==> src/design/mbf3_pkg.sv <==
// shared constants, types and helper functions of the masked 3x3 box filter
package mbf3_pkg;

  // grid limits
  localparam int unsigned MAX_COLS = 512;
  localparam int unsigned MAX_ROWS = 512;
  localparam int unsigned COL_W    = $clog2(MAX_COLS);
  localparam int unsigned ROW_W    = $clog2(MAX_ROWS);

  // register and field widths
  localparam int unsigned DIV_W  = 4;
  localparam int unsigned SIZE_W = 10;
  localparam int unsigned BW_W   = 3;
  localparam int unsigned CFG_W  = 10;
  localparam int unsigned IDX_W  = 3;
  localparam int unsigned LVL_W  = 8;
  localparam int unsigned CELL_W = LVL_W + 1;
  localparam int unsigned WORD_W = 2 * CELL_W;

  // nine levels of at most 254 each
  localparam int unsigned SUM_W    = 12;
  // reciprocal multiply for the divide by 7, 8 or 9
  localparam int unsigned RECIP_W  = 13;
  localparam int unsigned RECIP_SH = 15;
  localparam int unsigned QUO_W    = SUM_W + RECIP_W - RECIP_SH;

  localparam logic [LVL_W-1:0] LVL_ROCK = 8'd255;
  localparam logic [LVL_W-1:0] LVL_SAT  = 8'd254;

  localparam logic [DIV_W-1:0] DIV_MIN   = 4'd7;
  localparam logic [DIV_W-1:0] DIV_EIGHT = 4'd8;
  localparam logic [DIV_W-1:0] DIV_MAX   = 4'd9;
  localparam logic [SIZE_W-1:0] SIZE_MIN = 10'd3;
  localparam logic [BW_W-1:0] BW_MIN     = 3'd1;
  localparam logic [BW_W-1:0] BW_MAX     = 3'd4;

  // configuration register indexes
  typedef enum logic [IDX_W-1:0] {
    CFG_DIVISOR   = 3'd0,
    CFG_GRID_COLS = 3'd1,
    CFG_GRID_ROWS = 3'd2,
    CFG_BORDER    = 3'd3
  } mbf3_cfg_idx_e;

  // one cell: bit 8 blocked, bits 7..0 level
  typedef logic [CELL_W-1:0] mbf3_cell_t;
  // one window column, index 0 oldest row, 2 arriving row
  typedef logic [2:0][CELL_W-1:0] mbf3_col_t;

  // window result handed to the divide stage
  typedef struct packed {
    logic [SUM_W-1:0] sum;
    logic             blocked;
  } mbf3_win_t;

  // level of a cell with rock read as zero
  function automatic logic [LVL_W-1:0] rock_as_zero(input mbf3_cell_t cell_bits);
    logic [LVL_W-1:0] lvl;
    lvl = cell_bits[LVL_W-1:0];
    return (lvl == LVL_ROCK) ? '0 : lvl;
  endfunction

  // scaled reciprocal of a clamped divisor
  function automatic logic [RECIP_W-1:0] recip(input logic [DIV_W-1:0] div);
    logic [RECIP_W-1:0] m;
    case (div)
      DIV_MIN:   m = 13'd4682;
      DIV_EIGHT: m = 13'd4096;
      default:   m = 13'd3641;
    endcase
    return m;
  endfunction

endpackage

==> src/design/mbf3_window.sv <==
// 3x3 neighborhood registers and the nine-cell sum
module mbf3_window (
  input  logic                  clk_i,
  input  logic                  rst_ni,
  input  logic                  shift_i,
  input  mbf3_pkg::mbf3_col_t   col_i,
  output mbf3_pkg::mbf3_win_t   win_o
);

  // the two most recent columns; the arriving one completes the window
  mbf3_pkg::mbf3_col_t old_q;
  mbf3_pkg::mbf3_col_t mid_q;

  always_ff @(posedge clk_i or negedge rst_ni) begin
    if (!rst_ni) begin
      old_q <= '0;
      mid_q <= '0;
    end else if (shift_i) begin
      old_q <= mid_q;
      mid_q <= col_i;
    end
  end

  // sum of the window completed by the arriving column, rock counts as zero
  logic [mbf3_pkg::SUM_W-1:0] sum;
  always_comb begin
    sum = '0;
    for (int k = 0; k < 3; k++) begin
      sum = sum + mbf3_pkg::SUM_W'(mbf3_pkg::rock_as_zero(old_q[k]))
                + mbf3_pkg::SUM_W'(mbf3_pkg::rock_as_zero(mid_q[k]))
                + mbf3_pkg::SUM_W'(mbf3_pkg::rock_as_zero(col_i[k]));
    end
  end

  // centre is the middle row of the middle column before the shift
  assign win_o.sum     = sum;
  assign win_o.blocked = mid_q[1][mbf3_pkg::CELL_W-1];

endmodule

==> config.mk <==
export PLATFORM = sky130hd
export DESIGN_NAME = mbf3_window
export DESIGN_NICKNAME = d
export VERILOG_FILES = /design/src/design/mbf3_pkg.sv /design/src/design/mbf3_window.sv
export SDC_FILE = /design/constraint.sdc
export NUM_CORES = 1
export LEC_CHECK = 0
export ABC_AREA = 1
export BUFFER_PORTS_ARGS = -buffer_cell sky130_fd_sc_hd__buf_2
export CELL_PAD_IN_SITES_DETAIL_PLACEMENT = 0
export CELL_PAD_IN_SITES_GLOBAL_PLACEMENT = 2
export CORE_UTILIZATION = 33
export CTS_BUF_LIST = sky130_fd_sc_hd__clkbuf_16
export DETAILED_ROUTE_END_ITERATION = 16
export HOLD_SLACK_MARGIN = 0.02
export MAX_ROUTING_LAYER = met4
export PLACE_DENSITY = 0.84
export SKIP_CTS_REPAIR_TIMING = 1
export SLEW_MARGIN = 20
export SYNTH_ARGS = -nofsm -noshare
export SYNTH_HDL_FRONTEND = slang
export SYNTH_SLANG_ARGS = --single-unit
==> constraint.sdc <==
create_clock -name clk_i -period 4.2 [get_ports clk_i]
set_input_delay 0.42 -clock clk_i [delete_from_list [all_inputs] [get_ports clk_i]]
set_output_delay 0.42 -clock clk_i [all_outputs]
set_load 0.01 [all_outputs]
# Word-level counts from Yosys, hierarchy flattened
# Index checks and enable logic that the tools add are counted.
# totals
mem_bits_rw	0
output_inout_bits	13
n_memories	0
elab_cells	32
latch_bits	0
rom_bits	0
in_bits	30
register_bits	49
# classes
bitwise	0
n_shift	0
muxes	9
div_mod_pow	0
add_sub_neg	8
n_lt_le_gt_ge	0
multipliers	0
n_eq_ne	9
n_reduce_logical	0
# op_table
op	count
8-bit equality test, second input constant	9
8-bit two-way mux	9
12-bit by 8-bit adder with 12-bit output	4
11-bit by 8-bit adder with 12-bit output	1
10-bit by 8-bit adder with 11-bit output	1
9-bit by 8-bit adder with 10-bit output	1
8-bit by 8-bit adder with 9-bit output	1

# Depth between registers and ports, before layout
# logic_depth
word_depth	10
depth_mapped	20

# Worst setup path before layout
# Ideal clock, no wire load.
# synth_timing
path_kind	in2out
startpoint	input col_i[23] in the netlist's numbering
endpoint	output win_o[11] in the netlist's numbering
slack_ps	-184
path_stages	16
arrival_ps	3964
path_buffers	0
cell_sequence	inv_1 -> nor3_1 -> nand2_1 -> inv_1 -> nor2_1 -> fa_1 -> fa_1 -> fa_1 -> fa_1 -> ha_1 -> fa_1 -> nand2_1 -> nand2_1 -> nand3_1 -> nand3_1 -> nand2_1
# synth_rtl
element	line	rtl
from (decl)	mbf3_window.sv:6	input mbf3_pkg::mbf3_col_t col_i,
to (decl)	mbf3_window.sv:7	output mbf3_pkg::mbf3_win_t win_o

==> impl_metrics.env <==
export IMPL_p_seq_share_pct=9.8
export IMPL_clkSinkCount=49
export IMPL_skew_ps=6.668
export IMPL_synth_xor_area_share_pct=0.6244
export IMPL_max_freq_mhz=208.4
export IMPL_grt_util_met2_pct=32.13
export IMPL_nNetsFinal=757
export IMPL_vias=3582
export IMPL_status="finished, violations left"
export IMPL_layout_setup_ws_ps=-597.3
export IMPL_place_gp_congestion=0.8391
export IMPL_die_h_um=114.9
export IMPL_fin_area_mm2=0.005821
export IMPL_p_comb_share_pct=83.1
export IMPL_clk_latency_ps=290
export IMPL_slew_headroom_pct=54.49
export IMPL_setup_viol=9
export IMPL_power_density_mw_per_mm2=966.5
export IMPL_min_period_ps=4797
export IMPL_routed_wl_um=10830
export IMPL_root_buffer="clkbuf_16"
export IMPL_drt_iter0_drc=166
export IMPL_clk_path_buf_depth=2
export IMPL_dieArea_mm2=0.01321
export IMPL_port_buffers=40
export IMPL_syn_area_mm2=0.004208
export IMPL_worst_hold_slack_ps=254.7
export IMPL_synth_edf_count=0
export IMPL_fillers=1247
export IMPL_cts_tree="done"
export IMPL_drv_cap=0
export IMPL_grt_pass1_wl_um=18300
export IMPL_use_met1_pct=24.83
export IMPL_routedWlPerCell_um=13.07
export IMPL_grt_max_degree=75
export IMPL_synth_cell_type_count=27
export IMPL_p_sw_uw=2604
export IMPL_swShare_pct=46.29
export IMPL_period_share_pct=114.2
export IMPL_grt_util_all_layers_pct=18.90
export IMPL_synthMuxAreaShare_pct=1.963
export IMPL_tightest_slew_ps=682.6
export IMPL_p_leak_uw=0.003105
export IMPL_worst_setup_path_end_kind="primary output"
export IMPL_hold_violations=0
export IMPL_syn_instance_count=514
export IMPL_synth_compound_area_share_pct=6.007
export IMPL_cp_required_ps=3780
export IMPL_power_frac_clock_pct=7.1
export IMPL_grt_ovfl_total=0
export IMPL_netlist_area_leader_share_pct=29.14
export IMPL_finalMaxSlewViolations=0
export IMPL_netlist_top_cell_by_area="dfrtp_1"
export IMPL_hold_path_class="input pin to asynchronous set/reset pin"
export IMPL_core_rowCount=40
export IMPL_synth_seq_cells=49
export IMPL_io_pins=43
export IMPL_start_util_pct=34.46
export IMPL_critPathKind="flop to primary output"
export IMPL_ys_flop_type="dfrtp_1"
export IMPL_synth_seq_area_share_pct=29.14
export IMPL_yosys_warnings=0
export IMPL_num_antenna_cells=0
export IMPL_startpoint_type="flop"
export IMPL_grt_antenna_before_repair=0
export IMPL_arrival_ps=4380
export IMPL_crit_fanout=4
export IMPL_p_int_uw=3022
export IMPL_area_delta_synth_final_pct=38.33
export IMPL_clk_pin_slew_worst_paths_ps=70
export IMPL_first_global_vias=3830
export IMPL_layout_drive_gt1_share_pct=35.45
export IMPL_cts_max_level=2
export IMPL_rsz0062_at_grt="true"
export IMPL_use_met3_pct=2.530
export IMPL_grt_busiest_layer="met2"
export IMPL_route_detailed_drc=0
export IMPL_synth_fa_ha_area_share_pct=29.56
export IMPL_numCtsBuffers=5
export IMPL_final_antenna_net_count=0
export IMPL_fp_dieW_um=114.9
export IMPL_avgSynthCellArea_um2=8.186
export IMPL_violations="setup timing"
export IMPL_synth_simple_area_share_pct=19.80
export IMPL_ir_worst_vdd_mv=1.437
export IMPL_syn_nets=611
export IMPL_synth_area_leaders="dfrtp_1 (29%), fa_1 (26%), inv_1 (11%)"
export IMPL_synth_top_family_by_area="adder cells"
export IMPL_coreArea_mm2=0.01221
export IMPL_dp_hpwl_um=8881
export IMPL_dpl_cell_area_mm2=0.005403
export IMPL_via_per_inst=4.326
export IMPL_postSynth_asyncResetShare_pct=100.0
export IMPL_first_pass_iters=4
[through the flow]
| stage | TNS, ps | utilization (%) | std cells | worst slack, ps | power (uW) |
|---|---|---|---|---|---|
| floorplan | -10.20 | - | 514 | -10.20 | 3032 |
| global placement | -4064 | 44.24 | 815 | -543.5 | 4365 |
| detailed placement | -4258 | 44.24 | 815 | -582.6 | 4391 |
| CTS | -7025 | 45.36 | 822 | -857.8 | 4810 |
| global route | -6395 | 47.66 | 828 | -803.8 | 6268 |
| finish | -4520 | 47.66 | 828 | -597.3 | 5626 |
[cell type report]
| class | instances | area [um2] | area share, % |
|---|---|---|---|
| clock buffers | 5 | 125.1 | 2.150 |
| clock inverters | 2 | 11.26 | 0.1935 |
| inverters | 127 | 479.2 | 8.233 |
| multi-input cells | 327 | 2703 | 46.43 |
| flip-flops and latches | 49 | 1226 | 21.07 |
| well taps | 168 | 210.2 | 3.611 |
| repair buffers | 150 | 1066 | 18.31 |
[synthesized netlist by cell type (all sizes together), types with 5 or more instances]
master and instances:
inv 127, nand2 117, nor2 56, fa 54
dfrtp 49, o21ai 37, ha 13, nor3 12
a21oi 11, buf 10, mux2 6, nand3 6
nand4 5
[critical path, stage by stage, from the launching register on]
cell     delay [ps]
dfrtp_1         370
nand2_2          80
nor3_4          260
buf_4           150
buf_4            90
a31oi_1          90
fa_1            500
fa_1            510
fa_1            560
inv_2            40
fa_1            530
inv_2            50
ha_4            290
nand2_2          80
nor2_2          120
nand3_2          70
nand2_1          70
nand2_1          60
nand2_2          60
buf_6           100
[flip-flops by register name, indices dropped and copies added, names as in the netlist]
register  count
mid_q        24
old_q        24
win_o         1
[routing by layer]
metal / up-vias / part of all wire [%]
met5: - / 0
met4: 0 / 0.35
met3: 2 / 2.8
met2: 42 / 51
met1: 1731 / 46
li1: 1807 / -
[cells in the final DEF, fill, tap and decap left out, drive strengths merged]
master and n:
buf 150, inv 127, nand2 117, nor2 56, fa 54, dfrtp 49, o21ai 37, ha 13
nor3 12, a21oi 11, nand3 6, mux2 6, clkbuf 5, nand4 5, a31oi 2, or2 2
nand3b 2, xnor2 2, and2 1, xor2 1, clkinvlp 1, clkinv 1
[power by group through the flow]
stage                     Sequential, uW  Clock (uW)  Combinational (uW)
final                                549         402                4670
after global routing                 555         431                5280
after CTS                            546         410                3850
after detailed placement             555           0                3840
after global placement               554           0                3810
after floorplan                      554           0                2480
[final timing paths]
kind | slack, ps | startpoint | to | cells past startpoint
setup / recovery | -600 | old_q[20] | win_o[11] | 19
hold / removal | 250 | rst_ni | mid_q[0] | 2
setup reg to reg | 3260 | old_q[24] | old_q[24] | 2
hold reg to reg | 490 | mid_q[1] | old_q[1] | 2
max in group asynchronous | 3490 | rst_ni | mid_q[25] | 2
min in group clk_i | 350 | col_i[17] | win_o[0] | 2
[logic make-up after synthesis]
kind of cell | count (synthesis)
adder cells (fa/ha/maj) | 67
flip-flops | 49
XOR/XNOR | 3
multiplexers | 6
buffers and inverters | 138
AO/OA/AOI/OAI | 50
AND/OR/NAND/NOR | 201
Power figures use the tool's default switching activity.
